## src/design/r3crc_pkg.sv

```systemverilog
// Shared types, constants and the CRC24Q byte update for the RTCM3 frame checker.
// No dependencies; the parser and the top level refer to this package by scoped names.
package r3crc_pkg;

   localparam logic [7:0]  PREAMBLE          = 8'hD3;
   // Low 24 bits of 0x1864CFB; the x^24 term is the bit shifted out.
   localparam logic [23:0] CRC_POLY          = 24'h864CFB;
   localparam logic [10:0] MAX_FRAME_LEN_RST = 11'd1029;
   localparam logic [10:0] FRAME_OVERHEAD    = 11'd6;
   localparam logic [10:0] HEADER_BYTES      = 11'd3;
   localparam logic [31:0] COUNT_MAX         = 32'hFFFF_FFFF;

   localparam logic [1:0] STATUS_OK         = 2'd0;
   localparam logic [1:0] STATUS_CRC_ERROR  = 2'd1;
   localparam logic [1:0] STATUS_BAD_LENGTH = 2'd2;
   localparam logic [1:0] STATUS_STRAY      = 2'd3;

   typedef struct packed {
      logic        valid;
      logic [1:0]  status;
      logic [11:0] message_type;
      logic [10:0] frame_length;
      logic [7:0]  stray_byte;
      logic [31:0] good_frame_total;
      logic [31:0] crc_error_total;
   } result_type;

   // One byte of CRC24Q, MSB first, no reflection.
   function automatic logic [23:0] crc24q_byte(input logic [23:0] crc_prev,
                                               input logic [7:0]  data);
      logic [23:0] crc;
      crc = crc_prev ^ {data, 16'h0000};
      for (int k = 0; k < 8; k++) begin
         if (crc[23]) begin
            crc = {crc[22:0], 1'b0} ^ CRC_POLY;
         end else begin
            crc = {crc[22:0], 1'b0};
         end
      end
      return crc;
   endfunction

endpackage

```

## src/design/r3crc_parser.sv

```systemverilog
// Frame state, CRC24Q accumulation and result generation for one byte per step.
// Depends on r3crc_pkg.
module r3crc_parser (
   input  logic                   clock,
   input  logic                   reset,
   input  logic                   step,
   input  logic [7:0]             data_byte,
   input  logic [10:0]            max_frame_len,
   output r3crc_pkg::result_type  result
);

   localparam logic [2:0] PH_HUNT    = 3'd0;
   localparam logic [2:0] PH_LEN_HI  = 3'd1;
   localparam logic [2:0] PH_LEN_LO  = 3'd2;
   localparam logic [2:0] PH_PAYLOAD = 3'd3;
   localparam logic [2:0] PH_CRC     = 3'd4;

   logic [2:0]  phase_ff, phase_in;
   logic [9:0]  payload_len_ff, payload_len_in;
   logic [10:0] byte_index_ff, byte_index_in;
   logic [23:0] running_crc_ff, running_crc_in;
   logic [23:0] received_crc_ff, received_crc_in;
   logic [11:0] captured_type_ff, captured_type_in;
   logic [31:0] good_count_ff, good_count_in;
   logic [31:0] error_count_ff, error_count_in;

   logic [23:0] crc_next;
   logic [10:0] frame_total;
   logic [10:0] new_total;
   logic [10:0] payload_end;

   // A preamble restarts the CRC from zero, otherwise it continues.
   assign crc_next = r3crc_pkg::crc24q_byte((phase_ff == PH_HUNT) ? 24'h000000 : running_crc_ff,
                                            data_byte);
   assign frame_total = {1'b0, payload_len_ff} + r3crc_pkg::FRAME_OVERHEAD;
   assign new_total   = {1'b0, payload_len_ff[9:8], data_byte} + r3crc_pkg::FRAME_OVERHEAD;
   assign payload_end = {1'b0, payload_len_ff} + r3crc_pkg::HEADER_BYTES;

   always_comb begin
      phase_in         = phase_ff;
      payload_len_in   = payload_len_ff;
      byte_index_in    = byte_index_ff;
      running_crc_in   = running_crc_ff;
      received_crc_in  = received_crc_ff;
      captured_type_in = captured_type_ff;
      good_count_in    = good_count_ff;
      error_count_in   = error_count_ff;
      result           = '0;

      case (phase_ff)
         PH_HUNT: begin
            if (data_byte != r3crc_pkg::PREAMBLE) begin
               result.valid      = 1'b1;
               result.status     = r3crc_pkg::STATUS_STRAY;
               result.stray_byte = data_byte;
            end else begin
               running_crc_in   = crc_next;
               received_crc_in  = '0;
               captured_type_in = '0;
               payload_len_in   = '0;
               byte_index_in    = 11'd1;
               phase_in         = PH_LEN_HI;
            end
         end
         PH_LEN_HI: begin
            running_crc_in = crc_next;
            payload_len_in = {data_byte[1:0], 8'h00};
            byte_index_in  = 11'd2;
            phase_in       = PH_LEN_LO;
         end
         PH_LEN_LO: begin
            running_crc_in = crc_next;
            payload_len_in = {payload_len_ff[9:8], data_byte};
            byte_index_in  = r3crc_pkg::HEADER_BYTES;
            if (new_total > max_frame_len) begin
               phase_in            = PH_HUNT;
               byte_index_in       = '0;
               result.valid        = 1'b1;
               result.status       = r3crc_pkg::STATUS_BAD_LENGTH;
               result.frame_length = new_total;
            end else if ({payload_len_ff[9:8], data_byte} == 10'd0) begin
               phase_in = PH_CRC;
            end else begin
               phase_in = PH_PAYLOAD;
            end
         end
         PH_PAYLOAD: begin
            running_crc_in = crc_next;
            if (byte_index_ff == 11'd3) begin
               captured_type_in = {data_byte, 4'h0};
            end else if (byte_index_ff == 11'd4) begin
               captured_type_in = captured_type_ff | {8'h00, data_byte[7:4]};
            end
            byte_index_in = byte_index_ff + 11'd1;
            if (byte_index_in >= payload_end) begin
               phase_in = PH_CRC;
            end
         end
         default: begin
            received_crc_in = {received_crc_ff[15:0], data_byte};
            byte_index_in   = byte_index_ff + 11'd1;
            if (!(byte_index_in < frame_total && phase_ff == PH_CRC)) begin
               phase_in            = PH_HUNT;
               byte_index_in       = '0;
               result.valid        = 1'b1;
               result.frame_length = frame_total;
               result.message_type = (payload_len_ff >= 10'd2) ? captured_type_ff : 12'h000;
               if (received_crc_in == running_crc_ff) begin
                  result.status = r3crc_pkg::STATUS_OK;
                  if (good_count_ff != r3crc_pkg::COUNT_MAX) begin
                     good_count_in = good_count_ff + 32'd1;
                  end
               end else begin
                  result.status = r3crc_pkg::STATUS_CRC_ERROR;
                  if (error_count_ff != r3crc_pkg::COUNT_MAX) begin
                     error_count_in = error_count_ff + 32'd1;
                  end
               end
            end
         end
      endcase

      result.good_frame_total = good_count_in;
      result.crc_error_total  = error_count_in;
      result.valid            = result.valid & step;
   end

   always_ff @(posedge clock) begin
      if (reset) begin
         phase_ff         <= PH_HUNT;
         payload_len_ff   <= '0;
         byte_index_ff    <= '0;
         running_crc_ff   <= '0;
         received_crc_ff  <= '0;
         captured_type_ff <= '0;
         good_count_ff    <= '0;
         error_count_ff   <= '0;
      end else if (step) begin
         phase_ff         <= phase_in;
         payload_len_ff   <= payload_len_in;
         byte_index_ff    <= byte_index_in;
         running_crc_ff   <= running_crc_in;
         received_crc_ff  <= received_crc_in;
         captured_type_ff <= captured_type_in;
         good_count_ff    <= good_count_in;
         error_count_ff   <= error_count_in;
      end
   end

   // A stray byte leaves the parser hunting.
   assert property (@(posedge clock) disable iff (reset)
      step && phase_ff == PH_HUNT && data_byte != r3crc_pkg::PREAMBLE |=> phase_ff == PH_HUNT)
      else $error("parser left hunting on a stray byte");

   // Inside a frame the byte position never passes the frame length.
   assert property (@(posedge clock) disable iff (reset)
      phase_ff != PH_HUNT |-> byte_index_ff <= frame_total)
      else $error("byte index beyond frame length");

   // Saturating counters never move backward.
   assert property (@(posedge clock) disable iff (reset)
      !$past(reset) |-> good_count_ff >= $past(good_count_ff)
                        && error_count_ff >= $past(error_count_ff))
      else $error("frame counter decreased");

endmodule

```

## config.mk

```make
export PLATFORM = sky130hd
export DESIGN_NAME = r3crc_parser
export DESIGN_NICKNAME = d
export VERILOG_FILES = /design/src/design/r3crc_pkg.sv /design/src/design/r3crc_parser.sv
export SDC_FILE = /design/constraint.sdc
export NUM_CORES = 1
export LEC_CHECK = 0
export BUFFER_PORTS_ARGS = -buffer_cell sky130_fd_sc_hd__clkbuf_2
export CAP_MARGIN = 20
export CORE_MARGIN = 2
export CORE_UTILIZATION = 35
export CTS_BUF_LIST = sky130_fd_sc_hd__clkbuf_4 sky130_fd_sc_hd__clkbuf_8
export DETAILED_ROUTE_END_ITERATION = 6
export PLACE_DENSITY_LB_ADDON = 0.15
export SYNTH_ARGS = -nofsm -noshare
export SYNTH_HDL_FRONTEND = slang
export SYNTH_SLANG_ARGS = --single-unit
```

## constraint.sdc

```tcl
create_clock -name clock -period 4.5 [get_ports clock]
set_input_delay 0.9 -clock clock [delete_from_list [all_inputs] [get_ports clock]]
set_output_delay 0.9 -clock clock [all_outputs]
set_load 0.005 [all_outputs]
```

==> results by group, run 1 <==
Logic synthesis
  • Primary FF master, synth: dfxtp_1
  • Synth area leaders: dfxtp_1 28%, xnor2_1 11%, xor2_1 6.9%
  • Yosys top cell area share: 28.1%
  • Yosys cell types: 66
  • Top cells by count, synth: 140 x dfxtp_1, 138 x nor2_1, 121 x xnor2_1, 116 x nand2_1
  • Post-synth EDFFs: 0
  • Ys async rst share: 0%
  • Cells after synthesis: around 1300
  • #FFs+latches synth: 140
  • Synth area leader: dfxtp_1
  • Yosys warns: 0
  • Post-synthesis sequential area ratio: between 20% and 30%
  • Count leader, synth: dfxtp_1
  • Mapped Area: around 10000 um^2
  • Synthesized area per cell: 7.88 um^2
  • Syn_nets: roughly 1300

Timing
  • Slew Limit Fails: 0
  • Minimum clock period: approximately 4500 ps
  • Final Setup Violations: 0
  • Final WS setup: 31.2 ps
  • Slew HR: around 47%
  • Slew at the pin closest to its max-slew limit: between 700 and 800 ps
  • Fin. Hold Viols: 0
  • Fin crit share: between 90% and 100%
  • Fmax: 0.224 GHz
  • Unrepaired setup endpoints after global routing: yes
  • Setup Skew: 18.9 ps

Setup path
  • Worst EP arrival: approximately 3600 ps
  • Critical path class: reg2out
  • Startpoint Class: flip-flop
  • Critical Path Sink Type: output pin
  • CP required: between 3000 and 4000 ps
  • Worst-path maximum fanout: 8

Clock tree
  • CTS HTree Levels: 4
  • Clk pin slew, worst setup/hold paths: ~90 ps
  • CTS tree: yes
  • CTS buffer count: 17
  • Clock Path Buffers: 2
  • Skew-Pair Late Insertion Delay: 470 ps
  • Clock sink total: 140
  • Clock Root Buffer: clkbuf_8

Die
  • Core area: roughly 28000 um^2
  • Die area: around 30000 um^2
  • Cell Rows: between 60 and 70
  • Initial Util: 35.7%
  • Die height: approximately 170 um
  • Ports: 120
  • Die Span X: 173 um

Pwr
  • VDD IR max: 136 uV
  • Leakage: 4.74 nW
  • Power Dens Cells: between 200 and 250 nW/um^2

Global routing
  • Vias in the first global route: 8950
  • Congestion Overflow GR: 0
  • Largest net degree at the start of global routing: 57
  • Global-route wire length before repair: between 40 and 50 mm
  • Total GRT Usage: 20.6%
  • Initial antenna violation count: 0

Min path
  • Worst min-delay path category: reg2reg

Final layout
  • Finished Core Util: approximately 43%
  • Fin nets: approximately 1500
  • P&R area growth vs syn: 22.0%
  • Antenna Cells: 0
  • Share of layout cells above drive strength 1: approximately 24%

Detailed routing
  • Routed Antenna Nets: 0
  • Via count: about 9400
  • Drt drc: 0
  • Initial DRC Count: roughly 700
  • WL per Instance: approximately 17 um
  • Post-Route WL: ~31 mm
  • Pre-Repair DR Iteration Count: 5
  • Routed vias/inst: 5.23

Place
  • Pre-CTS setup slack: around 31 ps
  • # port buffers: 119
  • Final RePlAce weighted congestion: roughly 0.86
  • DP Wirelength: between 20 and 25 mm

Run status
  • Status: finished clean

Job
  • Max cap viols: 0
[worst max-delay path: stages (launching register included)]
cell       delay, ps
dfxtp_2          330
and3_4           180
and3_4           180
and3_4           190
nand3_2           90
xnor2_2          170
ha_1             300
a21o_1           150
a2111oi_4         70
buf_4            180
nor2_4           200
o21a_4           210
nand3_4           90
buf_6            160
or3_4            340
xnor2_2          140
buf_2            130
[flip-flops by register name, summed over array words and instances, names as in the netlist]
name              flops
error_count_ff       32
running_crc_ff       24
payload_len_ff       10
captured_type_ff     12
byte_index_ff        11
received_crc_ff      16
good_count_ff        32
phase_ff              3
[cell families (layout without fill, tap and decap cells)]
logic type	after synthesis	in the layout	share of synthesized area [%]
DFF	140	140	28.1
xor gates and xnor gates	214	214	20.5
muxes	6	6	0.678
AOI/OAI and AO/OA	222	222	14.3
adders and majority gates	43	43	5.40
buffers and inverters	111	264	4.86
and+or+nand+nor	529	530	26.1
[layer usage]
layer,GRT usage (%),wire [um],share of wire (%)
met5,0,0,0
met4,4.73,386,1.2
met3,3.43,1480,4.7
met2,32.7,14200,45
met1,29.3,15200,49
[power by group]
| group | leakage, nW | internal (mW) | total [mW] | switching, mW |
|---|---|---|---|---|
| combinational | 3.41 | 0.127 | 0.302 | 0.175 |
| sequential | 1.13 | 1.24 | 1.24 | 0.00165 |
| clock | 0.199 | 0.570 | 1.11 | 0.538 |
| total | 4.74 | 1.93 | 2.65 | 0.715 |
[placed cells by master (no fill, tap or decap), drive strengths merged, types with 4 or more instances in the layout]
| cell | count |
|---|---|
| nor3 | 31 |
| a21o | 6 |
| nand2 | 116 |
| o21ai | 42 |
| nor2 | 141 |
| or2 | 4 |
| a22o | 5 |
| inv | 31 |
| o21a | 9 |
| buf | 96 |
| or3 | 22 |
| or4 | 17 |
| nor2b | 15 |
| a31oi | 5 |
| ha | 43 |
| mux2 | 6 |
| xor2 | 84 |
| and4 | 4 |
| o31ai | 17 |
| nand3b | 4 |
| dfxtp | 140 |
| nand3 | 80 |
| xnor2 | 129 |
| clkbuf | 126 |
| o22ai | 8 |
| nor4 | 7 |
| a22oi | 28 |
| a211oi | 11 |
| nand4 | 34 |
| and2 | 29 |
| clkinv | 5 |
| a21oi | 74 |
| and3 | 20 |
[area by class of cell]
type,count,area [um^2]
Clock buffer,19,262
Fill cell,2947,15800
Multi-Input combinational cell,1015,7080
Timing Repair Buffer,203,1260
Tap cell,378,473
Clock inverter,11,145
Sequential cell,140,2810
Inverter,31,116
[final timing paths]
| path | from | to | slack, ps | cells past startpoint |
|---|---|---|---|---|
| worst min register to register | captured_type_ff[1] | captured_type_ff[1] | 470 | 2 |
| worst max-delay path | byte_index_ff[2] | result[13] | 30 | 16 |
| worst min-delay path | captured_type_ff[1] | captured_type_ff[1] | 470 | 2 |
| worst max register to register | byte_index_ff[2] | error_count_ff[29] | 600 | 16 |
[through the flow]
stage	TNS [ps]	hold WS, ps	total power, mW	area, um^2	std cells
6_report	0	472	2.65	12100	1797
5_1_grt	-813	511	2.75	12100	1797
4_1_cts	-102	475	2.66	11800	1792
3_5_place_dp	0	452	1.57	11200	1754
3_3_place_gp	0	443	1.57	11200	1753
2_1_floorplan	0	429	1.48	9960	1265
[what timing repair did]
action                     4_1_cts  5_1_grt
gates resized for setup         36       65
hold buffers                     0        0
setup buffers                    8        4
pin swaps                       13       23
setup endpoints to repair       73       88
cloned                           0        1
No activity file was read; power rests on OpenSTA's default activity.
==> run 2: changes to the inputs <==
- BUFFER_PORTS_ARGS: -buffer_cell sky130_fd_sc_hd__clkbuf_2 -> not set
- CORE_UTILIZATION: 35 -> 52
- DONT_BUFFER_PORTS: not set -> 1
==> results by group, run 2 (synthesis gave the netlist of run 1 again) <==
Global routing
  • Total GRT Usage: 27.4% (+6.8 points)
  • Initial antenna violation count: 0 (unchanged)
  • Largest net degree at the start of global routing: 138 (+140%)
  • Congestion Overflow GR: 0 (unchanged)
  • Global-route wire length before repair: 44.2 mm (-11%)
  • Vias in the first global route: 8325 (-7.0%)

Run status
  • Violated checks: design-rule violations
  • Status: finished, violations left

Detailed routing
  • WL per Instance: 18.4 um (+5.6%)
  • Met3 wire len: 1.97 mm (+33%)
  • Drt drc: 4 (+4)
  • Via count: 8961 (-4.6%)
  • Pre-Repair DR Iteration Count: 7 (+2)
  • Post-Route WL: 27.7 mm (-11%)
  • Initial DRC Count: 728 (+4.4%)
  • Top layer in use: met4
  • Met2 routed WL: 12.5 mm (-12%)
  • Routed vias/inst: 5.94 (+14%)
  • Routed Antenna Nets: 0 (unchanged)
  • WL met1: 12.8 mm (-16%)

Timing
  • Fin. Hold Viols: 0 (unchanged)
  • Slew at the pin closest to its max-slew limit: 752 ps (-35.3 ps)
  • Slew Limit Fails: 0 (unchanged)
  • Setup Skew: 13.9 ps (-4.97 ps)
  • Final Setup Violations: 0 (unchanged)
  • Final WS setup: 52.1 ps (+20.9 ps)
  • Minimum clock period: 4450 ps (-20.9 ps)
  • Fin crit share: 98.8% (-0.46 points)
  • Slew HR: 49.7% (+2.5 points)
  • Fmax: 0.225 GHz (+0.47%)
  • Unrepaired setup endpoints after global routing: yes

Final layout
  • P&R area growth vs syn: 10.1%
  • Fin nets: 1327 (-9.9%)
  • Commonest non-fill, non-tap cell in the layout: dfxtp_1
  • Registers with the most flip-flops: error_count_ff: 32 flops, good_count_ff: 32 flops, running_crc_ff: 24 flops
  • Most frequent cells in the layout: 135 x dfxtp_1, 134 x nor2_1, 115 x xnor2_1, 115 x nand2_1, 79 x xor2_1
  • Share of layout cells above drive strength 1: 12.6% (-11 points)
  • Antenna Cells: 0 (unchanged)

Die
  • Die height: 142 um (-18%)
  • Core area: 18800 um^2 (-33%)
  • Die Span X: 142 um (-18%)
  • Ports: 120 (unchanged)
  • Die area: 20300 um^2 (-32%)
  • Cell Rows: 50 (-18%)
  • Initial Util: 53.1% (+17 points)

Pwr
  • Power Dens Cells: 236 nW/um^2 (+8.1%)
  • Pint: 1.98 mW (+2.3%)
  • VDD IR max: 163 uV (+20%)
  • Leakage: 4.00 nW (-16%)
  • Share of power burned in registers: 47.9% (+1.1 points)
  • Overall power: 2.59 mW (-2.4%)
  • Logic pwr share: 8.5% (-2.9 points)
  • Net switching power of the design: 606 uW (-15%)
  • Sw frac: 23.4% (-3.5 points)
  • Clock power frac: 43.6% (+1.8 points)

Place
  • Final RePlAce weighted congestion: 0.892 (+4.1%)
  • # port buffers: 0 (-100%)
  • DP Wirelength: 19.1 mm (-16%)
  • Pre-CTS setup slack: -90.9 ps (-122 ps)

Clock tree
  • # hold bufs at CTS: 0 (unchanged)
  • Clock Root Buffer: clkbuf_8
  • CTS buffer count: 17 (unchanged)
  • Clk pin slew, worst setup/hold paths: 80 ps (about the same)
  • Skew-Pair Late Insertion Delay: 460 ps (about the same)
  • CTS tree: yes
  • Clock sink total: 140 (unchanged)
  • CTS HTree Levels: 4 (unchanged)
  • Clock Path Buffers: 2 (unchanged)

Setup path
  • Worst EP arrival: 3550 ps (-20 ps)
  • Startpoint Class: flip-flop
  • CP required: 3600 ps (about the same)
  • Cells on worst reg2reg path: 14 (-2)
  • Critical Path Sink Type: output pin
  • Worst-path maximum fanout: 6 (-2)
  • Critical path class: reg2out

Min path
  • Hold depth: 2 (unchanged)
  • Worst min-delay path category: reg2reg

Job
  • Max cap viols: 0 (unchanged)
-- run 2: cell types whose count changed in the layout (fill, tap and decap cells not counted), moves of 4 or more --
cell and delta:
and2_1 +8, and2_4 -8, buf_2 -11, buf_4 -24
buf_6 -4, clkbuf_2 -107, clkbuf_4 +5, dfxtp_2 -4
nor2_1 +4, nor2_2 -5, nor3_1 +6, nor3_2 -4
xor2_1 +6, xor2_2 -6
-- run 2: layout make-up --
cell class	instances	area (um^2)
flip-flops and latches	140	2810
fillers	1710	7800
clock buffers	26	327
well taps	234	293
inverters	31	116
repair buffers	57	443
clock inverters	6	108
multi-input cells	1015	6870
-- run 2: power groups by stage --
stage	clock, mW	sequential, mW	combinational (mW)
detailed placement	0	1.27	0.215
finish	1.13	1.24	0.220
global route	1.20	1.24	0.237
CTS	1.15	1.24	0.217
floorplan	0	1.27	0.214
global placement	0	1.27	0.214
-- run 2: critical path, stage by stage, from the launching register on --
cell     delay, ps
dfxtp_4        370
ha_1           170
and3_4         220
and3_4         220
nand3_1        120
xnor2_2        200
ha_1           320
nand3_1         90
nor2_2         160
o211a_4        230
o21a_1         160
buf_4          150
nand3_4        110
or3_4          370
xnor2_2        200
-- run 2: repair_timing --
action                     in CTS  in global routing
setup endpoints to repair      78                 71
pin swaps                       4                 14
resized for setup              23                 24
gates cloned                    0                  1
buffers inserted                3                 10
-- run 2: through the flow --
| step | hold slack [ps] | std cells | TNS (ps) | util, % | area [um^2] |
|---|---|---|---|---|---|
| floorplan | 429 | 1265 | 0 | - | 9960 |
| global placement | 442 | 1462 | -66.8 | 54.4 | 10200 |
| detailed placement | 450 | 1462 | -769 | 54.4 | 10200 |
| CTS | 469 | 1497 | -46.4 | 57.4 | 10800 |
| global route | 492 | 1509 | -485 | 58.5 | 11000 |
| finish | 468 | 1509 | 0 | 58.5 | 11000 |
-- run 2: worst paths after layout --
path	start	endpoint	slack, ps
setup reg to reg	byte_index_ff[1]	good_count_ff[24]	690
hold reg to reg	captured_type_ff[3]	captured_type_ff[3]	470
hold / removal	captured_type_ff[3]	captured_type_ff[3]	470
setup / recovery	byte_index_ff[1]	result[13]	50
-- run 2: metal layers --
layer	vias up	global-route usage (%)
met3	38	5.69
met4	0	7.45
li1	4387	-
met5	-	0
met1	4248	37.8
met2	288	43.5
==> run 3: changes to the inputs <==
- ABC_AREA: not set -> 1
==> results by group, run 3 <==
Global routing
  • Total GRT Usage: 27.9% (+0.54 points)
  • Congestion Overflow GR: 0 (unchanged)
  • Global-route wire length before repair: 50.4 mm (+14%)
  • Initial antenna violation count: 0 (unchanged)
  • Vias in the first global route: 9846 (+18%)
  • Largest net degree at the start of global routing: 99 (-28%)

Final layout
  • Commonest non-fill, non-tap cell in the layout: nand2_1
  • Fin nets: 1765 (+33%)
  • Registers with the most flip-flops: error_count_ff: 32 flops, good_count_ff: 32 flops, running_crc_ff: 24 flops
  • Most frequent cells in the layout: 330 x nand2_1, 231 x inv_1, 144 x o21ai_0, 134 x dfxtp_1, 120 x a21oi_1
  • Final non-filler cell area: 12100 um^2 (+9.9%)
  • Fillcell total: 2094 (+22%)
  • Share of layout cells above drive strength 1: 9.92% (-2.7 points)
  • Antenna Cells: 0 (unchanged)
  • P&R area growth vs syn: 7.17%

Setup path
  • Cells on worst reg2reg path: 16 (+2)
  • Critical Path Sink Type: output pin
  • Startpoint Class: flip-flop
  • Worst EP arrival: 3470 ps (-80 ps)
  • Critical path class: reg2out
  • Worst reg-to-reg setup slack: 1270 ps (+580 ps)
  • RR Startpoint: payload_len_ff[0]
  • Worst-path maximum fanout: 7 (+1)
  • CP required: 3600 ps (about the same)
  • R2R Path End: phase_ff[2]
  • Source of the critical timing path: byte_index_ff[0]

Min path
  • Worst min-delay path category: reg2reg
  • Hold Crit Start: captured_type_ff[3]
  • WHS Endpoint: captured_type_ff[3]
  • Hold depth: 2 (unchanged)

Clock tree
  • Clk pin slew, worst setup/hold paths: 90 ps (about the same)
  • CTS buffer count: 17 (unchanged)
  • CTS tree: yes
  • CTS HTree Levels: 4 (unchanged)
  • Clock Path Buffers: 2 (unchanged)
  • # hold bufs at CTS: 0 (unchanged)
  • Skew-Pair Late Insertion Delay: 470 ps (about the same)
  • Clock Root Buffer: clkbuf_8
  • Clock sink total: 140 (unchanged)

Logic synthesis
  • Synth area leader: dfxtp_1
  • #FFs+latches synth: 140 (unchanged)
  • Xor-xnor portion of the synthesized cell area: 11.3% (-9.2 points)
  • Mapped Area: 11300 um^2 (+13%)
  • Yosys top cell area share: 24.9% (-3.2 points)
  • Top cells by count, synth: 333 x nand2_1, 232 x inv_1, 148 x o21ai_0, 140 x dfxtp_1, 121 x a21oi_1
  • Post-synth EDFFs: 0 (unchanged)
  • Yosys warns: 0 (unchanged)
  • Synth Area in Adders: 4.78% (-0.62 points)
  • Multiplexer share of the synthesized area: 0% (-0.68 points)
  • Synth area leaders: dfxtp_1 25%, nand2_1 11%, xor2_1 8.8%
  • Synthesized-area fraction occupied by and/or/nand/nor cells: 28.2% (+2.1 points)
  • Synthesized area per cell: 6.52 um^2 (-17%)
  • Ys async rst share: 0% (unchanged)
  • Largest family of logic cells by synthesized area: simple AND/OR/NAND/NOR gates
  • Cells after synthesis: 1727 (+37%)
  • Primary FF master, synth: dfxtp_1
  • Syn_nets: 1792 (+35%)
  • Post-synthesis sequential area ratio: 24.9% (-3.2 points)
  • Count leader, synth: nand2_1
  • Complex-gate fraction of the synthesized area: 19.3% (+5.0 points)
  • Yosys cell types: 54 (-18%)

Timing
  • Slew Limit Fails: 0 (unchanged)
  • Fin. Hold Viols: 0 (unchanged)
  • Setup Skew: 14.7 ps (+0.778 ps)
  • Minimum clock period: 4370 ps (-79.1 ps)
  • Fin crit share: 97.1% (-1.8 points)
  • Slew at the pin closest to its max-slew limit: 839 ps (+87.0 ps)
  • Final Setup Violations: 0 (unchanged)
  • Slew HR: 44.1% (-5.6 points)
  • Fmax: 0.229 GHz (+1.8%)
  • Final WS setup: 131 ps (+79.1 ps)

Detailed routing
  • Pre-Repair DR Iteration Count: 5 (-2)
  • Routed Antenna Nets: 0 (unchanged)
  • Via count: 11100 (+24%)
  • Drt drc: 0 (-4)
  • WL per Instance: 16.3 um (-11%)
  • Post-Route WL: 32.5 mm (+17%)
  • Routed vias/inst: 5.59 (-5.9%)
  • Initial DRC Count: 664 (-8.8%)

Place
  • # port buffers: 0 (unchanged)
  • Pre-CTS setup slack: 106 ps (+197 ps)
  • Placed inst area: 11400 um^2 (+12%)
  • DP Wirelength: 23.7 mm (+24%)
  • Final RePlAce weighted congestion: 0.912 (+2.2%)

Die
  • Die height: 151 um (+6.1%)
  • Core area: 21200 um^2 (+13%)
  • Cell Rows: 53 (+6.0%)
  • Ports: 120 (unchanged)
  • Die area: 22800 um^2 (+13%)
  • Initial Util: 53.2% (+0.13 points)
  • Die Span X: 151 um (+6.1%)

Pwr
  • Leakage: 5.37 nW (+34%)
  • Power Dens Cells: 220 nW/um^2 (-6.5%)
  • VDD IR max: 159 uV (-2.1%)

Job
  • Max cap viols: 0 (unchanged)

Run status
  • Status: finished clean
==> run 3: changes by cell type after synthesis, moves of 47 or more <==
cell and change:
inv_1 +201, nand2_1 +217, a21oi_1 +48, o21ai_1 +47
o21ai_0 +121, xnor2_1 -105
==> run 3: report_power, final <==
group          total, mW  leakage (nW)  internal [mW]  switching (mW)
Sequential          1.32          1.14           1.28          0.0480
Clock              0.952         0.178          0.395           0.557
Combinational      0.383          4.04          0.135           0.248
Total               2.66          5.37           1.81           0.853
==> run 3: per-stage QoR <==
stage / TNS [ps] / power, mW / instances / utilization (%) / hold WS, ps
after floorplan: 0 / 1.67 / 1727 / - / 437
after global placement: 0 / 1.72 / 1942 / 53.9 / 444
after detailed placement: 0 / 1.72 / 1942 / 53.9 / 446
after CTS: 0 / 2.67 / 1980 / 56.0 / 462
after global routing: -283 / 2.79 / 1988 / 57.0 / 484
final: 0 / 2.66 / 1988 / 57.0 / 464
==> run 3: metal layers <==
layer	global-route usage [%]	routed length (um)
met5	0	0
met3	6.30	2350
met4	10.4	973
met1	37.1	14800
met2	44.3	14400
==> run 3: cells by family after synthesis <==
| kind of cell | count (synthesis) |
|---|---|
| compound gates | 396 |
| xor+xnor | 134 |
| fa+ha+maj | 43 |
| buf+inv | 325 |
| flops | 140 |
| simple gates | 689 |
==> run 3: what timing repair did <==
item,in CTS,in global routing
gates cloned,0,1
gates resized for setup,7,39
buffers inserted,6,5
endpoints found under the setup margin,44,64
pin swaps,2,9
==> run 3: worst max-delay path by stage <==
stage	endpoint	slack [ps]	cells past startpoint
finish	result[4]	130	17
global route	result[4]	-150	17
CTS	result[12]	50	16
detailed placement	result[97]	110	15
global placement	result[97]	230	15
floorplan	result[97]	220	16
==> run 3: critical path, stage by stage (launching register included) <==
cell and delay, ps:
dfxtp_4 380, ha_4 150, nand3_2 90, nand3b_1 200, nor2_2 190, nand3_2 110
xnor2_2 150, ha_1 300, nand2_1 80, nor2_2 150, nand3_2 110, nand3_4 140
nand2_4 110, nor2_4 220, buf_12 150, nand4_1 120, xor2_1 230, inv_1 120
==> run 3: layout make-up <==
| class | count | area, um^2 | area share (%) |
|---|---|---|---|
| Sequential cell | 140 | 2810 | 23.3 |
| Clock buffer | 18 | 241 | 2.00 |
| Tap cell | 275 | 344 | 2.85 |
| Clock inverter | 14 | 113 | 0.934 |
| Inverter | 244 | 925 | 7.67 |
| Timing Repair Buffer | 35 | 317 | 2.62 |
| Multi-Input combinational cell | 1262 | 7310 | 60.6 |
